===== src/hw/rtl/mmf_pkg.sv =====
// Shared types and constants for the 3x3 median/mode filter.
// No dependencies; imported by every module of the block.
package mmf_pkg;

  localparam int ISZ_W = 11;  // image_size register width
  localparam int CNT_W = 21;  // output pixel counter width
  localparam int TOT_W = 22;  // width of size*size
  localparam int WIN_N = 9;   // window taps
  localparam int MED_IDX = 4; // rank of the median among the taps
  localparam int TAP_CW = 4;  // width of an equal-tap count

  typedef enum logic [0:0] {
    CFG_IMAGE_SIZE  = 1'b0,
    CFG_FILTER_MODE = 1'b1
  } cfg_idx_t;

  typedef enum logic [0:0] {
    OP_PIXEL = 1'b0,
    OP_DRAIN = 1'b1
  } op_t;

  typedef enum logic [0:0] {
    MODE_MEDIAN = 1'b0,
    MODE_MODE   = 1'b1
  } fmode_t;

  // request control from the input counters to the line stage
  typedef struct packed {
    logic valid;
    logic drain;
    logic first;  // column 0
    logic last;   // last column
    logic row0;   // top row of the image
  } s0_ctl_t;

  // up to two results per request, with their flags
  typedef struct packed {
    logic va;
    logic vb;
    logic lir_a;
    logic lir_b;
    logic ie_a;
    logic ie_b;
  } emit_t;

  typedef struct packed {
    logic v;
    logic lir;
    logic ie;
  } res_tag_t;

endpackage


===== src/hw/rtl/mmf_filt.sv =====
// Two-stage window filter: median by row sort, mode by tap counting.
// Depends on mmf_pkg.
module mmf_filt import mmf_pkg::*; #(
  parameter int PW = 8
) (
  input  logic                     clk,
  input  logic                     rst_n,
  input  fmode_t                   mode,
  input  res_tag_t                 tag_in,
  input  logic [WIN_N-1:0][PW-1:0] win,
  output res_tag_t                 tag_out,
  output logic [PW-1:0]            value
);

  function automatic logic [PW-1:0] max2(input logic [PW-1:0] x, input logic [PW-1:0] y);
    max2 = (x > y) ? x : y;
  endfunction

  function automatic logic [PW-1:0] min2(input logic [PW-1:0] x, input logic [PW-1:0] y);
    min2 = (x < y) ? x : y;
  endfunction

  function automatic logic [PW-1:0] med3(input logic [PW-1:0] x, input logic [PW-1:0] y,
                                         input logic [PW-1:0] z);
    med3 = max2(min2(x, y), min2(max2(x, y), z));
  endfunction

  res_tag_t      sa_tag_r, sb_tag_r;
  logic [PW-1:0] sa_lo_r [3];
  logic [PW-1:0] sa_md_r [3];
  logic [PW-1:0] sa_hi_r [3];
  logic [PW-1:0] sa_val_r [WIN_N];
  logic [TAP_CW-1:0] sa_cnt_r [WIN_N];
  logic [TAP_CW-1:0] cnt_c [WIN_N];
  logic [PW-1:0] med_c, pick_c, sb_val_r;
  logic [TAP_CW-1:0] best_c;

  always_comb begin
    for (int i = 0; i < WIN_N; i++) begin
      cnt_c[i] = '0;
      for (int j = 0; j < WIN_N; j++) begin
        cnt_c[i] = cnt_c[i] + TAP_CW'(win[i] == win[j]);
      end
    end
  end

  always_ff @(posedge clk) begin
    if (!rst_n) begin
      sa_tag_r <= '0;
      sb_tag_r <= '0;
    end else begin
      sa_tag_r <= tag_in;
      sb_tag_r <= sa_tag_r;
    end
    for (int r = 0; r < 3; r++) begin
      sa_lo_r[r] <= min2(win[3*r], min2(win[3*r+1], win[3*r+2]));
      sa_md_r[r] <= med3(win[3*r], win[3*r+1], win[3*r+2]);
      sa_hi_r[r] <= max2(win[3*r], max2(win[3*r+1], win[3*r+2]));
    end
    for (int i = 0; i < WIN_N; i++) begin
      sa_val_r[i] <= win[i];
      sa_cnt_r[i] <= cnt_c[i];
    end
    sb_val_r <= (mode == MODE_MODE) ? pick_c : med_c;
  end

  // median of nine: max of row minima, median of row medians, min of row maxima
  assign med_c = med3(max2(sa_lo_r[0], max2(sa_lo_r[1], sa_lo_r[2])),
                      med3(sa_md_r[0], sa_md_r[1], sa_md_r[2]),
                      min2(sa_hi_r[0], min2(sa_hi_r[1], sa_hi_r[2])));

  // first tap with the highest count wins
  always_comb begin
    best_c = '0;
    pick_c = '0;
    for (int i = 0; i < WIN_N; i++) begin
      if (sa_cnt_r[i] > best_c) begin
        best_c = sa_cnt_r[i];
        pick_c = sa_val_r[i];
      end
    end
  end

  assign tag_out = sb_tag_r;
  assign value   = sb_val_r;

endmodule


===== config.mk =====
export PLATFORM = sky130hd
export DESIGN_NAME = mmf_filt
export DESIGN_NICKNAME = d
export VERILOG_FILES = /design/src/hw/rtl/mmf_pkg.sv /design/src/hw/rtl/mmf_filt.sv
export SDC_FILE = /design/constraint.sdc
export NUM_CORES = 1
export LEC_CHECK = 0
export ABC_AREA = 1
export BUFFER_PORTS_ARGS = -buffer_cell sky130_fd_sc_hd__buf_2
export CORE_MARGIN = 4
export CORE_UTILIZATION = 60
export CTS_CLUSTER_DIAMETER = 100
export DETAILED_ROUTE_END_ITERATION = 8
export GPL_TIMING_DRIVEN = 0
export PLACE_DENSITY = 0.77
export SKIP_CTS_REPAIR_TIMING = 1
export SYNTH_ARGS = -nofsm -noshare
export SYNTH_HDL_FRONTEND = slang
export SYNTH_SLANG_ARGS = --single-unit

===== constraint.sdc =====
create_clock -name clk -period 9.2 [get_ports clk]
set_clock_uncertainty 0.05 [all_clocks]
set_input_delay 0.92 -clock clk [delete_from_list [all_inputs] [get_ports clk]]
set_output_delay 0.92 -clock clk [all_outputs]
set_load 0.05 [all_outputs]

==> run metrics, run 1 <==
layout cell share with drive strength beyond 1 0.1062; clock buffer depth 2; I/O Pins 89; ANT nets after route 0; Post-synth EDFFs 0; largest family of logic cells by synthesized area simple AND/OR/NAND/NOR gates; Setup CP Type register to register; wire length per cell 22.11 um; CP Max Fanout 10; DR iter-0 viols 2927; CTS tree yes; Critical Path Sink value[0]$_DFF_P_; first-pass GRT wire length roughly 110000 um; DIE WIDTH roughly 180 um; Least-Margin Pin Slew 1.392 ns; Seq/Total Area, Yosys 0.2091; Nets 3199; root buf cell clkbuf_16; layout overhead on the synthesized area 11.10%; gpl congestion 1.104; Peak Freq 0.1151 GHz; most frequent cells in the layout nand2_1, inv_1, o21ai_0, ha_1, dfxtp_1; xor/xnor share of the synthesized area 0.05988; CP max-delay cell o21ai_0; CTS Sinks 194; Pre-antenna DRT Iters 7; post-synth cell types 49; Total GRT Usage 0.4114; Critical Path Max Stage Delay 0.35 ns; fill count 2698; port bufs 88; kind of cell with the highest combined delay on the critical path simple AND/OR/NAND/NOR gates; Die Area 33840 um^2; # rows 64; slack of the worst reg-to-reg path 0.51 ns; most used cell, CP nand2_2; CP startpoint sa_cnt_r[0][2]$_DFF_P_; Setup Viol. Count Final 0; CTS clk-pin slew, worst paths 0.09 ns; simple-gate share of the synthesized area 0.2619; CP endpoint kind register; initial antenna violation count 7; FFs w/ async S/R, synth 0; Synth Area per Inst 6.906 um^2; CTS H-Tree Depth 4; worst slew margin relative to its limit 0.06325; DRC viols 0; vias in the first global route 18510; Crit path depth between 70 and 80; status finished, final reports clean; Critical Path RT 9.52 ns; commonest non-fill, non-tap cell in the layout nand2_1; complex-gate fraction of the synthesized area 0.1522; ys flop type dfxtp_1; initial core utilization 0.6073; Yosys warnings 0; post-route minimum period 8.685 ns; area of the multi-input gates 13160 um^2; WL final 71460 um; Final Worst Setup Slack between 0.5 and 0.6 ns; Setup WS pre-CTS -1.035 ns; Arr. time, crit path about 9.0 ns; final hold viol count 0; flops & latches, synth around 190; RR Startpoint sa_cnt_r[0][2]$_DFF_P_; Synthesized Nets about 3000; worst path buffer plus inverter count 11; Detail Placement HPWL around 54000 um; clk_lat worst skew 0.47 ns; Final Cycle Share 0.9441; CTS Buf Count 17; DR vias 19920; Worst Reg-to-Reg Cells 72; Final Max Tran Viols 0; multiplexer share of the synthesized area 0.004849; Synth Instances 2690; FF+latch area 3885 um^2; Worst R2R End value[0]$_DFF_P_; die span in y 184.0 um; Core ar. 30590 um^2; Max Cap Viol 0; Critical Path Start Type register; Via density approximately 6; mapped cell area approximately 19000 um^2; Setup TNS 0 ns; Synth Area in Adders 0.2159; largest net degree at the start of global routing 23; global route total overflow 0; Hold/Removal Path Class register to register; WHS Path Cells 2
[sequential cells by signal, indices dropped and copies added (netlist names)]
name and flops:
sa_cnt_r 36, sa_hi_r 24, sa_lo_r 24, sa_md_r 24, sa_tag_r 3, sa_val_r 72, tag_out 3, value 8
[worst min-delay path by stage]
stage	to	slack [ns]	from
3_5_place_dp	tag_out[2]$_SDFF_PN0_	0.36	sa_tag_r[2]$_SDFF_PN0_
6_report	tag_out[2]$_SDFF_PN0_	0.37	sa_tag_r[2]$_SDFF_PN0_
3_3_place_gp	tag_out[0]$_SDFF_PN0_	0.34	sa_tag_r[0]$_SDFF_PN0_
4_1_cts	tag_out[2]$_SDFF_PN0_	0.38	sa_tag_r[2]$_SDFF_PN0_
5_1_grt	tag_out[1]$_SDFF_PN0_	0.39	sa_tag_r[1]$_SDFF_PN0_
2_1_floorplan	tag_out[0]$_SDFF_PN0_	0.34	sa_tag_r[0]$_SDFF_PN0_
[tightest hold or removal path, cell delays in order (launching register included)]
cell and delay, ns:
dfxtp_1 0.30, nand2_1 0.05, inv_1 0.03
[stage by stage]
step,utilization,area (um^2),cells,hold WS [ns]
global placement,0.6379,19510,3174,0.3426
floorplan,-,18580,2690,0.3400
finish,0.6747,20640,3232,0.3712
global route,0.6747,20640,3232,0.3897
detailed placement,0.6379,19510,3174,0.3570
CTS,0.6590,20160,3206,0.3758
[cells in the mapped netlist (all sizes together), types with 17 or more instances]
library cell	n	area, um^2
nand2	741	2929
o21ai	325	1653
inv	319	1197
ha	263	3291
dfxtp	194	3884
a21oi	115	575.6
nor2	109	456.7
clkbuf	108	409.2
nand3	103	613.1
xor2	94	823.3
nand4	66	412.9
o211ai	39	292.8
fa	36	720.7
xnor2	33	289.0
nor4	22	137.6
nor3	18	90.09
buf	17	143.9
[kinds of logic (layout without fill, tap and decap cells)]
family                     count (synthesis)  after routing
AOI/OAI and AO/OA                        519            519
xor gates and xnor gates                 127            127
adders and majority gates                299            299
buffers and inverters                    452            596
DFF                                      194            194
muxes                                      8              8
other                                      0              1
and+or+nand+nor                         1091           1092
[final cells by class]
type,count,area share
Timing Repair Buffer,113,0.03049
Sequential cell,194,0.1882
Clock inverter,15,0.01067
Buffer,125,0.02910
Tap cell,396,0.02401
Clock buffer,17,0.02061
Antenna cell,1,0.0001212
Inverter,326,0.05929
Multi-Input combinational cell,2045,0.6375
[per-layer routing]
| metal | vias to the layer above | GRT usage | part of all wire |
|---|---|---|---|
| met5 | - | 0 | 0.00036 |
| met2 | 1360 | 0.6059 | 0.41 |
| li1 | 9171 | - | - |
| met1 | 9018 | 0.5280 | 0.39 |
| met3 | 365 | 0.1365 | 0.13 |
| met4 | 4 | 0.2337 | 0.069 |
Power of run 1 is not shown: default switching activity piles up to over one toggle a cycle in this logic, so the estimate is an artifact.
==> run 2, diff against run 1 <==
- clock period: 9.2 -> 9.7 ns (I/O delays scaled with it)
==> run 2 against run 1 <==
Against the previous run:
- largest cell class unchanged
- the run now ends with capacitance limit left
- count of clock-buffer cells in the layout is the same
- core utilization shrank 1.2 points
- fmax shrank 3.7%
==> run metrics, run 2 (synthesis results as in run 1) <==
Critical Path Start Type register; DR iter-0 viols 2907 (-0.68%); Peak Freq 0.1109 GHz (-3.7%); clock buffer depth 2 (unchanged); Worst R2R End value[0]$_DFF_P_; Hold/Removal Path Class register to register; CP endpoint kind register; # rows 64 (unchanged); Die Area 33840 um^2 (unchanged); Via density 6.195 (+0.52%); CP Max Fanout 15 (+5); CTS Buf Count 17 (unchanged); Critical Path Max Stage Delay 0.38 ns (+0.03 ns); clk_lat worst skew 0.47 ns (about the same); CTS Sinks 194 (unchanged); CP max-delay cell o21ai_0; initial core utilization 0.6073 (unchanged); Critical Path RT 10.02 ns (+0.50 ns); Setup CP Type register to register; WHS Path Cells 2 (unchanged); RR Startpoint sa_cnt_r[0][1]$_DFF_P_; DIE WIDTH 184.0 um (unchanged); Finished Layout Cells 3211 (-0.65%); gpl congestion 1.104 (unchanged); vias in the first global route 18510 (unchanged); Final Max Tran Viols 0 (unchanged); layout overhead on the synthesized area 9.174%; Setup Viol. Count Final 0 (unchanged); slack of the worst reg-to-reg path 0.68 ns (+0.16 ns); Final Cycle Share 0.9300 (-0.01406); CTS H-Tree Depth 4 (unchanged); most frequent cells in the layout nand2_1, inv_1, o21ai_0, ha_1, dfxtp_1; DRC viols 0 (unchanged); Worst Reg-to-Reg Cells 68 (-5.6%); Core ar. 30590 um^2 (unchanged); top flop regs sa_val_r (72), sa_cnt_r (36); Post-Place Cells 3174 (unchanged); CTS tree yes; root buf cell clkbuf_16; status finished with violations; Util after Layout 0.6630 (-0.01170); DR vias 19890 (-0.14%); first-pass GRT wire length 105700 um (unchanged); Detail Placement HPWL 53760 um (unchanged); HP Start sa_tag_r[2]$_SDFF_PN0_; Max Cap Viol 1 (+1); die span in y 184.0 um (unchanged); commonest non-fill, non-tap cell in the layout nand2_1; wire length per cell 22.08 um (-0.15%); Least-Margin Pin Slew 1.467 ns (+0.07452 ns); final hold slack 0.3731 ns (+0.001907 ns); Pre-antenna DRT Iters 8 (+1); port bufs 88 (unchanged); WL final 70890 um (-0.80%); Hold Path End tag_out[2]$_SDFF_PN0_; global route total overflow 0 (unchanged); ANT nets after route 0 (unchanged); post-route minimum period 9.021 ns (+0.3356 ns); I/O Pins 89 (unchanged); failing checks capacitance limit; Arr. time, crit path 9.34 ns (+0.34 ns); layout cell share with drive strength beyond 1 0.08819 (-0.01798); most used cell, CP nand2_1; final hold viol count 0 (unchanged); Nets 3176 (-0.72%); number of flip-flops under the largest register name 72 (unchanged); largest reg by FF count sa_val_r; Total GRT Usage 0.4114 (unchanged); worst slew margin relative to its limit 0.01312 (-0.05014); fill count 2755 (+2.1%); initial antenna violation count 7 (unchanged); CTS clk-pin slew, worst paths 0.09 ns (about the same); largest net degree at the start of global routing 23 (unchanged)
## run 2: cell types whose count changed in the layout (fill, tap and decap cells not counted), moves of 7 or more
cell and delta:
buf_4 -22, o21ai_0 +10, o21ai_2 -10, nand2_1 +8, nand2_2 -7
## run 2: worst max-delay path, delay by kind of cell, from the launching register on
family                     cells  cell delay [ns]
DFF                            1             0.34
and+or+nand+nor               34             2.86
adders and majority gates      8             2.51
buffers and inverters         13             1.34
AOI/OAI and AO/OA             13             1.78
## run 2: layout make-up
type,instances,area (um^2),area share
multi-input combinational,2044,12980,0.6400
sequential,194,3884,0.1915
inverter,326,1224,0.06034
buffer,125,581.8,0.02869
tap,396,495.5,0.02443
timing repair buffer,91,462.9,0.02283
clock buffer,17,425.4,0.02098
clock inverter,15,220.2,0.01086
antenna,3,7.507,0.0003702
## run 2: worst max path at each step
stage	startpoint	cells past startpoint	slack, ns	to
floorplan	sa_cnt_r[0][1]$_DFF_P_	73	1.21	value[1]$_DFF_P_
global placement	sa_cnt_r[0][1]$_DFF_P_	68	-0.23	value[0]$_DFF_P_
detailed placement	sa_cnt_r[0][1]$_DFF_P_	68	-0.53	value[0]$_DFF_P_
CTS	sa_cnt_r[0][1]$_DFF_P_	68	-0.60	value[0]$_DFF_P_
global route	sa_cnt_r[0][2]$_DFF_P_	73	-0.02	value[5]$_DFF_P_
finish	sa_cnt_r[0][1]$_DFF_P_	68	0.68	value[0]$_DFF_P_
## run 2: per-stage QoR
stage                     setup TNS [ns]  setup slack, ns  area, um^2
after floorplan                        0            1.215       18580
after global placement            -1.330          -0.2263       19510
after detailed placement          -3.791          -0.5350       19510
final                                  0           0.6789       20280
after CTS                         -4.328          -0.6012       20160
after global routing            -0.04911         -0.02498       20280
## run 2: routing by layer
| metal | wire [um] | vias to the layer above | GRT usage |
|---|---|---|---|
| met1 | 27600 | 9030 | 0.5280 |
| met2 | 28660 | 1377 | 0.6059 |
| li1 | - | 9127 | - |
| met5 | 51 | - | 0 |
| met4 | 4813 | 4 | 0.2337 |
| met3 | 9762 | 353 | 0.1365 |
Power of run 2 is left out for the same reason.
