<file path="config.mk">
export PLATFORM = sky130hd
export DESIGN_NAME = mmf_fifo
export DESIGN_NICKNAME = d
export VERILOG_FILES = /design/src/hw/rtl/mmf_pkg.sv /design/src/hw/rtl/mmf_fifo.sv
export SDC_FILE = /design/constraint.sdc
export NUM_CORES = 1
export LEC_CHECK = 0
export BUFFER_PORTS_ARGS = -buffer_cell sky130_fd_sc_hd__buf_2
export CAP_MARGIN = 20
export CORE_ASPECT_RATIO = 0.9
export CORE_UTILIZATION = 25
export DETAILED_ROUTE_END_ITERATION = 8
export PLACE_DENSITY = 0.42
export SLEW_MARGIN = 10
export SYNTH_ARGS = -nofsm -noshare
export SYNTH_HDL_FRONTEND = slang
export SYNTH_SLANG_ARGS = --single-unit
</file>
<file path="constraint.sdc">
create_clock -name clk -period 3.1 [get_ports clk]
set_input_delay 0.775 -clock clk [delete_from_list [all_inputs] [get_ports clk]]
set_output_delay 0.775 -clock clk [all_outputs]
set_load 0.02 [all_outputs]
</file>
<file path="src/hw/rtl/mmf_pkg.sv">
// Shared types and constants for the 3x3 median/mode filter.
// No dependencies; imported by every module of the block.
package mmf_pkg;

  localparam int ISZ_W = 11;  // image_size register width
  localparam int CNT_W = 21;  // output pixel counter width
  localparam int TOT_W = 22;  // width of size*size
  localparam int WIN_N = 9;   // window taps
  localparam int MED_IDX = 4; // rank of the median among the taps
  localparam int TAP_CW = 4;  // width of an equal-tap count

  typedef enum logic [0:0] {
    CFG_IMAGE_SIZE  = 1'b0,
    CFG_FILTER_MODE = 1'b1
  } cfg_idx_t;

  typedef enum logic [0:0] {
    OP_PIXEL = 1'b0,
    OP_DRAIN = 1'b1
  } op_t;

  typedef enum logic [0:0] {
    MODE_MEDIAN = 1'b0,
    MODE_MODE   = 1'b1
  } fmode_t;

  // request control from the input counters to the line stage
  typedef struct packed {
    logic valid;
    logic drain;
    logic first;  // column 0
    logic last;   // last column
    logic row0;   // top row of the image
  } s0_ctl_t;

  // up to two results per request, with their flags
  typedef struct packed {
    logic va;
    logic vb;
    logic lir_a;
    logic lir_b;
    logic ie_a;
    logic ie_b;
  } emit_t;

  typedef struct packed {
    logic v;
    logic lir;
    logic ie;
  } res_tag_t;

endpackage

</file>
<file path="src/hw/rtl/mmf_fifo.sv">
// Result queue with two write ports, one read port.
// Depends on mmf_pkg.
module mmf_fifo import mmf_pkg::*; #(
  parameter int PW    = 8,
  parameter int DEPTH = 16
) (
  input  logic                       clk,
  input  logic                       rst_n,
  input  logic                       push_a,
  input  logic [PW+1:0]              data_a,
  input  logic                       push_b,
  input  logic [PW+1:0]              data_b,
  input  logic                       pop,
  output logic [PW+1:0]              head,
  output logic                       not_empty,
  output logic [$clog2(DEPTH+1)-1:0] count
);

  localparam int PTR_W = $clog2(DEPTH);
  localparam int CW    = $clog2(DEPTH + 1);

  logic [PW+1:0]    mem [DEPTH];
  logic [PTR_W-1:0] wp_r, rp_r, wp_nxt, rp_nxt;
  logic [CW-1:0]    cnt_r, cnt_nxt;

  always_comb begin
    wp_nxt  = wp_r + PTR_W'(push_a) + PTR_W'(push_b);
    rp_nxt  = rp_r + PTR_W'(pop);
    cnt_nxt = cnt_r + CW'(push_a) + CW'(push_b) - CW'(pop);
  end

  always_ff @(posedge clk) begin
    if (push_a) begin
      mem[wp_r] <= data_a;
    end
    if (push_b) begin
      mem[push_a ? wp_r + 1'b1 : wp_r] <= data_b;
    end
  end

  always_ff @(posedge clk) begin
    if (!rst_n) begin
      wp_r  <= '0;
      rp_r  <= '0;
      cnt_r <= '0;
    end else begin
      wp_r  <= wp_nxt;
      rp_r  <= rp_nxt;
      cnt_r <= cnt_nxt;
    end
  end

  assign head      = mem[rp_r];
  assign not_empty = (cnt_r != '0);
  assign count     = cnt_r;

  a_no_overflow: assert property (@(posedge clk) disable iff (!rst_n)
    cnt_r <= CW'(DEPTH)) else $error("result queue overflow");
  a_no_underflow: assert property (@(posedge clk) disable iff (!rst_n)
    pop |-> cnt_r != '0) else $error("result queue underflow");

endmodule

</file>
==> reports/results.tsv, run 1 <==
stage	metric	value	unit
run_status	status	finished, final reports clean	
critical_path	WS Path Type	reg2out	
synth	Cells after Synth	597	
drt	Initial DRT Pass Iterations	4	
drt	via count	5402	
timing	measured slew at the worst slew-check pin	0.741	ns
timing	Rel. slew slack	50.6	%
synth	EDFF count, synth	160	
critical_path	Crit path required time	2.32	ns
critical_path	Worst setup SP type	register	
synth	sequential-to-total area share from yosys stat	53.2	%
critical_path	slowest CP cell	mux4_2	
critical_path	CP cell instances	buf_12 -> mux4_2 -> a22oi_1 -> nand2_1 -> buf_2	
placed_design	dpl ws	0.221	ns
floorplan	die outline width	208	um
floorplan	Core ar.	0.0374	mm2
synth	Yosys cell types	50	
hold_path	Worst Hold Class	in2reg	
synth	FF+latch count, synth	173	
placed_design	Final GP Congestion	0.799	
floorplan	Starting Density	25.5	%
drt	residual DRC count	0	
synth	Yosys Warn Count	0	
floorplan	FP Rows	67	
global_route	total track usage	13.8	%
synth	Post-Syn Area	0.00952	mm2
drt	antenna-violating nets left	0	
layout	layout cells sized above 1	50.2	%
placed_design	Port Buf Inserts	40	
global_route	M2 GR Usage	23.2	%
critical_path	Worst path max stage delay	0.52	ns
global_route	total congestion overflow	0	
global_route	vias in the first global route	5800	
cts	Clock Tree Root	clkbuf_16	
layout	most common cell after layout, fill and taps aside	edfxtp_1	
drt	via/cell ratio	4.73	
layout	NumNets Final	686	
pwr	Leak	0.00378	uW
critical_path	WP data arrival	2.19	ns
placed_design	Detail Placement HPWL	18000	um
synth	syn_nets	637	
cts	TritonCTS Buffers	17	
synth	dominant synthesized flop cell	edfxtp_1	
cts	Clock transition at path regs	0.07	ns
global_route	initial antenna violation count	3	
layout	commonest non-fill, non-tap cells in the layout	edfxtp_1 (160), mux2_2 (96), mux2_4 (63)	
pwr	worst vdd ir	0.222	mV
drt	Routed WL per cell	22.9	um
layout	final non-filler cell total	1142	
timing	fin crit period	2.96	ns
timing	RSZ-0062 raised after global routing	false	
synth	syn avg cell area	15.9	um2
cts	CTS tree	done	
cts	CTS sink cnt	173	
timing	Fin. Hold Viols	0	
floorplan	Die ar.	0.0389	mm2
timing	Setup WS post-layout	0.136	ns
timing	period utilisation layout	95.6	%
floorplan	Die Y-Extent	187	um
timing	fmax	337	MHz
layout	Layout Area Growth over Synthesis	16.5	%
layout	design area	0.0111	mm2
layout	Filler Cell Count	3714	
synth	asr flop ratio synth	0	%
global_route	met1 global-route usage	18.2	%
timing	Final setup viols	0	
cts	CTS H-tree depth	4	
floorplan	IO Pins	41	
placed_design	dpl cells	1109	
timing	max-slew violations	0	
critical_path	critical path fanouts, max	14	
timing	worst hold margin	0.617	ns
layout	Inserted Diodes	0	
cts	# hold bufs at CTS	0	
placed_design	Area after DPL	0.0104	mm2
cts	later-pin clock latency in the skew report	0.44	ns
cts	clk buf depth	2	
critical_path	crit path capture type	primary output	
global_route	largest net degree at the start of global routing	25	
global_route	first-pass GRT wire length	38800	um
cts	setup repair bufs after CTS	0	
pwr	PD cells	559	mW/mm2
drt	final WL	26200	um
global_route	Most Crowded Layer GR	met2	
timing	Clock Skews	0.00945	ns
drt	initial drt markers	283	
run	MaxCap Viol Count	0	
pwr	total power	6200	uW
global_route	M3 GR Usage	2.87	%
-- layer usage --
layer / vias to the layer above / routed length [um] / share of wire [%]
li1: 2423 / - / -
met4: 2 / 283 / 1.1
met2: 104 / 12900 / 49
met5: - / 13 / 0.050
met3: 25 / 838 / 3.2
met1: 2848 / 12200 / 46
-- flip-flops by register name, indices dropped and copies added (netlist names) --
signal and cells:
rp_r 4, wp_r 4, count 5, mem 160
-- cell families after synthesis --
logic type / Yosys count / synth area share [%]
compound gates: 60 / 4.59
simple gates: 77 / 4.90
buf+inv: 66 / 3.67
fa+ha+maj: 15 / 2.21
flops: 173 / 53.2
mux: 200 / 30.9
xor+xnor: 6 / 0.552
-- final timing paths --
| check | from | end | slack [ns] | cells past startpoint |
|---|---|---|---|---|
| worst max register to register | wp_r[1] | mem[15][9] | 0.37 | 6 |
| worst min register to register | rp_r[3] | rp_r[3] | 0.63 | 2 |
| worst max-delay path | rp_r[0] | head[5] | 0.14 | 5 |
| worst min-delay path | rst_n | rp_r[1] | 0.62 | 2 |
-- cell type report --
type                       count  area (um2)  area share [%]
timing repair buffer          84         648            5.84
clock buffer                  19         433            3.90
inverter                      12        45.0           0.406
clock inverter                13         164            1.48
sequential                   173        5070            45.7
tap                          483         604            5.45
multi-input combinational    358        4130            37.2
-- synthesized netlist by cell type, types with 2 or more instances --
cell type	n	area, um2
o21bai_1	12	90.1
a21oi_1	9	45.0
nor2b_1	4	25.0
buf_6	7	78.8
buf_4	11	82.6
mux4_2	40	901
nand3_1	6	30.0
nand2_1	15	56.3
a22oi_1	20	150
clkbuf_1	15	56.3
nor3_2	6	60.1
nor3b_1	3	22.5
fa_1	3	60.1
buf_2	6	30.0
inv_1	11	41.3
nand4b_1	2	17.5
ha_1	12	150
and3b_1	3	26.3
nor2_1	15	56.3
edfxtp_1	160	4800
mux2_4	63	946
xor2_1	2	17.5
xnor2_1	4	35.0
mux2_2	96	1080
and3_1	2	12.5
nor3_4	2	32.5
a211oi_4	2	40.0
o21a_1	2	15.0
nand2b_1	2	12.5
a21o_1	3	22.5
or3_1	2	12.5
and2_1	6	37.5
dfxtp_1	13	260
o21ai_0	8	40.0
buf_1	15	56.3
-- through the flow --
step	util [%]	setup TNS [ns]
final	29.7	0
after global routing	29.7	0
after CTS	29.6	-0.0228
after detailed placement	27.9	0
after global placement	27.9	0
after floorplan	-	0
-- power breakdown --
part,total (uW),switching [uW],internal (uW)
clock network,2220,947,1270
logic,1220,669,549
registers,2760,62.8,2700
-- critical path: cells and delay by family (launching register included) --
family                 cells  cell delay (ns)
AND/OR/NAND/NOR            1             0.16
flip-flops                 1             0.43
buffers and inverters      2             0.40
multiplexers               1             0.52
AO/OA/AOI/OAI              1             0.23
-- repair_timing --
| action | in CTS | in global routing |
|---|---|---|
| setup endpoints to repair | 7 | 5 |
| gates cloned | 0 | 1 |
| gates resized for setup | 3 | 4 |
No activity file was read; power rests on OpenSTA's default activity.
==> run 2: changes to the inputs <==
Settings changed: PLACE_DENSITY 0.42 to unset.
==> run 2 against run 1 <==
Effect of this change: utilization fell by 0.20 points; sequential cell count did not move; fmax fell by 1.3%; global-route usage fell by 2.0 points; combinational power fell by 5%; cell count barely moved; die area did not move; worst hold slack got worse by 0.014 ns.
==> reports/results.tsv, run 2 (synthesized netlist as in run 1, its figures left out) <==
stage	metric	value	unit	change
placed_design	dpl ws	0.212	ns	was 0.221 ns
floorplan	Core ar.	0.0374	mm2	unchanged
layout	final non-filler cell total	1141		was 1,142
timing	Rel. slew slack	32.4	%	was 50.6%
cts	later-pin clock latency in the skew report	0.44	ns	about the same
layout	Largest register FFs	160		unchanged
floorplan	Die ar.	0.0389	mm2	unchanged
timing	Setup TNS	0	ns	unchanged
placed_design	Detail Placement HPWL	15500	um	was 18,000 um
drt	initial drt markers	376		was 283
timing	RSZ-0062 raised after global routing	false		unchanged
hold_path	Worst Hold Class	reg2reg		was in2reg
critical_path	reg2reg start	wp_r[1]		unchanged
cts	TritonCTS Buffers	17		unchanged
cts	Clock transition at path regs	0.07	ns	about the same
layout	Layout Area Growth over Synthesis	15.8	%	was 16.5%
critical_path	WP data arrival	2.23	ns	was 2.19 ns
layout	commonest non-fill, non-tap cells in the layout	edfxtp_1 (160), mux2_2 (96), mux2_4 (63)		unchanged
cts	# hold bufs at CTS	0		unchanged
global_route	total congestion overflow	0		unchanged
global_route	first-pass GRT wire length	34100	um	was 38,800 um
floorplan	Starting Density	25.5	%	unchanged
layout	Top reg by flops	mem		unchanged
drt	antenna-violating nets left	0		unchanged
drt	final WL	22300	um	was 26,200 um
timing	measured slew at the worst slew-check pin	1.01	ns	was 0.741 ns
global_route	total track usage	11.8	%	was 13.8%
timing	Setup WS post-layout	0.0972	ns	was 0.136 ns
floorplan	FP Rows	67		unchanged
timing	max-slew violations	0		unchanged
placed_design	Final GP Congestion	0.821		was 0.799
critical_path	WS Path Type	reg2out		unchanged
pwr	Clk network pwr share	36.7	%	was 35.8%
timing	Clock Skews	0.0104	ns	was 0.00945 ns
global_route	largest net degree at the start of global routing	43		was 25
cts	CTS H-tree depth	4		unchanged
drt	via/cell ratio	4.55		was 4.73
run	MaxCap Viol Count	0		unchanged
cts	setup repair bufs after CTS	0		unchanged
cts	clk buf depth	2		unchanged
placed_design	dpl cells	1107		was 1,109
cts	Clock Tree Root	clkbuf_16		unchanged
pwr	P_int	4530	uW	was 4520 uW
run_status	status	finished, final reports clean		unchanged
placed_design	Area after DPL	0.0104	mm2	about the same
timing	fin crit period	3.00	ns	was 2.96 ns
pwr	part of the power in combinational logic	18.8	%	was 19.6%
layout	most common cell after layout, fill and taps aside	edfxtp_1		unchanged
critical_path	Crit path required time	2.32	ns	about the same
drt	Routed WL per cell	19.5	um	was 22.9 um
drt	residual DRC count	0		unchanged
critical_path	critical path fanouts, max	20		was 14
hold_path	Hold Crit Start	rp_r[2]		was rst_n
pwr	total power	6190	uW	was 6200 uW
drt	via count	5190		was 5,402
pwr	PD cells	562	mW/mm2	was 559 mW/mm2
layout	NumNets Final	683		was 686
critical_path	Critical Path Source	rp_r[0]		unchanged
floorplan	IO Pins	41		unchanged
floorplan	die outline width	208	um	unchanged
drt	Initial DRT Pass Iterations	4		unchanged
timing	period utilisation layout	96.9	%	was 95.6%
pwr	Leak	0.00377	uW	was 0.00378 uW
cts	CTS resizes	1		was 3
floorplan	Die Y-Extent	187	um	unchanged
global_route	vias in the first global route	5308		was 5,800
layout	design area	0.0110	mm2	was 0.0111 mm2
timing	Fin. Hold Viols	0		unchanged
critical_path	Worst setup SP type	register		unchanged
pwr	worst vdd ir	0.369	mV	was 0.222 mV
critical_path	crit path capture type	primary output		unchanged
timing	Final setup viols	0		unchanged
layout	layout cells sized above 1	50.0	%	was 50.2%
pwr	part of the power in registers	44.5	%	was 44.6%
placed_design	Port Buf Inserts	40		unchanged
timing	fmax	333	MHz	was 337 MHz
global_route	initial antenna violation count	2		was 3
cts	CTS sink cnt	173		unchanged
pwr	Net Sw Frac	26.8	%	was 27.1%
pwr	Switch Pwr	1660	uW	was 1680 uW
cts	CTS tree	done		unchanged
[run 2: worst max-delay path, stage by stage, from the launching register on]
cell and delay (ns):
dfxtp_4 0.37, buf_12 0.20, mux4_2 0.52, a22oi_1 0.36
nand2_1 0.14, buf_2 0.19
[run 2: final cells by class]
class	count	area [um2]
Inverter	12	45.0
Clock inverter	15	199
Antenna cell	2	5.00
Multi-Input combinational cell	358	4110
Clock buffer	17	425
Sequential cell	173	5070
Tap cell	483	604
Fill cell	3710	26400
Timing Repair Buffer	81	558
[run 2: routing by layer]
metal  track usage, %  up-vias  wire, um  share of wire (%)
li1                 -     2432         -                  -
met1             15.2     2662     10200                 46
met2             20.0       74     11100                 50
met3             1.91       22       530                2.4
met4             4.36        0       421                1.9
met5                0        -         0                  0
[run 2: through the flow]
step           util (%)  hold slack (ns)
2_1_floorplan         -            0.529
3_3_place_gp       27.8            0.576
3_5_place_dp       27.8            0.588
4_1_cts            29.4            0.608
5_1_grt            29.5            0.632
6_report           29.5            0.603
[run 2: power groups by stage]
stage	clock [uW]	sequential, uW	combinational, uW
2_1_floorplan	0	2810	799
4_1_cts	2310	2750	1180
5_1_grt	2380	2770	1270
3_3_place_gp	0	2800	1160
6_report	2270	2750	1160
3_5_place_dp	0	2800	1180
[run 2: final timing paths]
| check | cells past startpoint | to | slack [ns] |
|---|---|---|---|
| max | 5 | head[5] | 0.1 |
| min | 2 | rp_r[2] | 0.60 |
| max reg2reg | 7 | mem[1][8] | 0.37 |
| min reg2reg | 2 | rp_r[2] | 0.60 |
==> run 3: changes to the inputs <==
Settings changed: ABC_AREA set to 1, PLACE_DENSITY set to 0.46.
==> run 3 against run 2 <==
Effect of this change: utilization fell by 0.35 points; largest power group unchanged; critical endpoint is now head[2]; clock skew grew 0.0027 ns; global-route usage grew 6.6 points; sequential cell count is the same; register-to-register slack improved by 0.25 ns; non-clock buffer count is 27 higher; sequential share of layout area shrank 3.5 points; synthesized area is 9.7% higher; sequential power about the same; cell count rose by 64%; die area rose by 9.6%; total power increased by 4.4%.
==> reports/results.tsv, run 3 <==
stage	metric	value	unit	change
run_status	status	finished, final reports clean		unchanged
synth	Yosys Warn Count	0		unchanged
global_route	largest net degree at the start of global routing	41		was 43
floorplan	Die Y-Extent	196	um	was 187 um
pwr	Clk network pwr share	33.5	%	was 36.7%
global_route	initial antenna violation count	0		was 2
timing	Final setup viols	0		unchanged
placed_design	Area after DPL	0.0113	mm2	was 0.0104 mm2
pwr	part of the power in registers	42.9	%	was 44.5%
cts	CTS sink cnt	173		unchanged
pwr	part of the power in combinational logic	23.6	%	was 18.8%
layout	multi-input logic area	0.00461	mm2	was 0.00411 mm2
layout	Filler Cell Count	4345		was 3,710
pwr	Leak	0.00493	uW	was 0.00377 uW
timing	Rel. slew slack	58.8	%	was 32.4%
run	MaxCap Viol Count	0		unchanged
placed_design	Final GP Congestion	0.819		was 0.821
critical_path	Worst setup SP type	register		unchanged
synth	Yosys top cell area share	46.0	%	was 50.5%
pwr	Net Sw Frac	33.8	%	was 26.8%
floorplan	IO Pins	41		unchanged
layout	Inserted Diodes	0		was 2
drt	DR WL met3	2430	um	was 530 um
critical_path	WP data arrival	2.21	ns	was 2.23 ns
cts	CTS tree	done		unchanged
pwr	PD cells	542	mW/mm2	was 562 mW/mm2
layout	NumNets Final	1355		was 683
placed_design	Detail Placement HPWL	24300	um	was 15,500 um
timing	period utilisation layout	96.4	%	was 96.9%
layout	commonest non-fill, non-tap cells in the layout	nand2_1 (502), nand3_1 (168), edfxtp_1 (160)		was edfxtp_1 (160), mux2_2 (96), mux2_4 (63)
layout	most common cell after layout, fill and taps aside	nand2_1		was edfxtp_1
hold_path	hold depth	2		unchanged
critical_path	critical path fanouts, max	40		was 20
placed_design	dpl cells	1832		was 1,107
drt	antenna-violating nets left	0		unchanged
drt	via/cell ratio	5.01		was 4.55
cts	# hold bufs at CTS	0		unchanged
global_route	total track usage	18.4	%	was 11.8%
cts	TritonCTS Buffers	17		unchanged
synth	top area cells in the synthesized netlist	edfxtp_1 (46%), nand2_1 (18%), nand3_1 (8.1%)		was edfxtp_1 (50%), mux2_2 (11%), mux2_4 (9.9%)
drt	met2 wire len	17700	um	was 11,100 um
synth	Post-Syn Area	0.0104	mm2	was 0.00952 mm2
floorplan	FP Rows	70		was 67
hold_path	Hold Crit Start	wp_r[1]		was rp_r[2]
floorplan	Starting Density	25.5	%	about the same
synth	syn_nets	1357		was 637
hold_path	Worst Hold Class	reg2reg		unchanged
cts	later-pin clock latency in the skew report	0.46	ns	was 0.44 ns
critical_path	r2r setup slk	0.62	ns	was 0.37 ns
critical_path	reg2reg start	wp_r[1]		unchanged
floorplan	die outline width	217	um	was 208 um
timing	fmax	335	MHz	was 333 MHz
cts	Clock Tree Root	clkbuf_16		unchanged
synth	sequential-to-total area share from yosys stat	48.5	%	was 53.2%
drt	metal1 wirelength	17900	um	was 10,200 um
layout	Top reg by flops	mem		unchanged
global_route	total congestion overflow	0		unchanged
hold_path	Worst Hold End	wp_r[3]		was rp_r[2]
drt	residual DRC count	0		unchanged
cts	CTS H-tree depth	4		unchanged
synth	FF+latch count, synth	173		unchanged
synth	EDFF count, synth	160		unchanged
floorplan	Die ar.	0.0426	mm2	was 0.0389 mm2
synth	asr flop ratio synth	0	%	unchanged
pwr	worst vdd ir	0.420	mV	was 0.369 mV
synth	Cells after Synth	1317		was 597
cts	Clock transition at path regs	0.07	ns	about the same
layout	Seq. cell area	0.00507	mm2	about the same
layout	Largest register FFs	160		unchanged
timing	Fin. Hold Viols	0		unchanged
drt	Routed WL per cell	20.7	um	was 19.5 um
synth	syn avg cell area	7.93	um2	was 15.9 um2
cts	clk buf depth	2		unchanged
timing	Clock Skews	0.0130	ns	was 0.0104 ns
drt	final WL	38700	um	was 22,300 um
critical_path	WS Path Type	reg2out		unchanged
drt	Top Layer Used	met4		unchanged
synth	synth cell count leaders	nand2_1 (502), nand3_1 (168), edfxtp_1 (160), nand4_1 (80), o21bai_1 (80)		was edfxtp_1 (160), mux2_2 (96), mux2_4 (63), mux4_2 (40), a22oi_1 (20)
drt	initial drt markers	937		was 376
critical_path	worst r2r path cells	8		was 7
critical_path	Critical R2R Capture	mem[0][4]		was mem[1][8]
synth	Yosys cell types	28		was 50
pwr	P_int	4280	uW	was 4530 uW
critical_path	Crit path required time	2.32	ns	about the same
layout	final non-filler cell total	1868		was 1,141
critical_path	crit path capture type	primary output		unchanged
placed_design	Port Buf Inserts	40		unchanged
timing	measured slew at the worst slew-check pin	0.619	ns	was 1.01 ns
layout	layout cells sized above 1	11.9	%	was 50.0%
drt	via count	9361		was 5,190
drt	Initial DRT Pass Iterations	5		was 4
timing	worst hold margin	0.630	ns	was 0.603 ns
synth	Yosys top cell by area	edfxtp_1		unchanged
timing	Setup TNS	0	ns	unchanged
timing	max-slew violations	0		unchanged
global_route	first-pass GRT wire length	58000	um	was 34,100 um
synth	dominant synthesized flop cell	edfxtp_1		unchanged
timing	RSZ-0062 raised after global routing	false		unchanged
layout	Layout Area Growth over Synthesis	14.0	%	was 15.8%
pwr	Switch Pwr	2180	uW	was 1660 uW
layout	design area	0.0119	mm2	was 0.0110 mm2
synth	most frequent cell after synthesis	nand2_1		was edfxtp_1
timing	fin crit period	2.99	ns	was 3.00 ns
global_route	vias in the first global route	8846		was 5,308
floorplan	Core ar.	0.0409	mm2	was 0.0374 mm2
==> run 3: cell count changes after synthesis, moves of 63 or more <==
cell and change:
mux2_2 -96, mux2_4 -63, nand2_1 +487, nand3_1 +162, nand4_1 +79, o21bai_1 +68
==> run 3: through the flow <==
stage | power [uW] | util [%] | setup slack, ns
after floorplan | 3770 | - | 0.544
final | 6460 | 29.1 | 0.111
after global routing | 6750 | 29.1 | 0.0631
after detailed placement | 4340 | 27.7 | 0.446
after CTS | 6490 | 29.0 | 0.0505
after global placement | 4330 | 27.7 | 0.465
==> run 3: critical path, stage by stage, from the launching register on <==
cell     delay [ns]
dfxtp_4        0.47
inv_2          0.10
buf_12         0.18
nand2_1        0.10
nand3_1        0.10
nand3_1        0.27
nand3_1        0.18
nand2_1        0.14
buf_2          0.18
==> run 3: how the worst max path moves through the flow <==
| stage | from | end | slack, ns | cells after the start |
|---|---|---|---|---|
| floorplan | push_a | mem[12][0] | 0.54 | 7 |
| global placement | rp_r[0] | head[1] | 0.46 | 8 |
| detailed placement | push_a | mem[14][6] | 0.45 | 8 |
| CTS | rp_r[0] | head[2] | 0.05 | 8 |
| global route | rp_r[0] | head[5] | 0.06 | 9 |
| finish | rp_r[0] | head[2] | 0.11 | 8 |
==> run 3: kinds of logic after synthesis <==
family,share of synthesized area [%]
AOI/OAI and AO/OA,7.98
xor gates and xnor gates,0.252
adders and majority gates,2.01
buffers and inverters,7.64
DFF,48.5
and+or+nand+nor,33.6
==> run 3: what timing repair did <==
| item | 4_1_cts | 5_1_grt |
|---|---|---|
| setup endpoints to repair | 1 | 2 |
| gates resized for setup | 1 | 0 |
| cloned | 0 | 0 |
| buffers inserted | 0 | 4 |
==> run 3: power by group through the flow <==
| stage | Combinational [uW] | Clock (uW) | Sequential, uW |
|---|---|---|---|
| 6_report | 1530 | 2160 | 2770 |
| 5_1_grt | 1680 | 2290 | 2780 |
| 4_1_cts | 1520 | 2200 | 2780 |
| 3_5_place_dp | 1510 | 0 | 2830 |
| 3_3_place_gp | 1500 | 0 | 2830 |
| 2_1_floorplan | 936 | 0 | 2840 |
==> run 3: area by class of cell <==
class / count / share of cell area (%)
clock buffer: 18 / 3.60
sequential: 173 / 42.6
timing repair buffer: 108 / 6.52
clock inverter: 14 / 1.11
tap: 540 / 5.67
inverter: 59 / 1.86
multi-input combinational: 956 / 38.7
==> run 3: layer usage <==
layer  vias to the layer above  track usage [%]
li1                       4420                -
met1                      4572             26.1
met2                       326             28.7
met3                        43             3.18
met4                         0             5.01
met5                         -                0
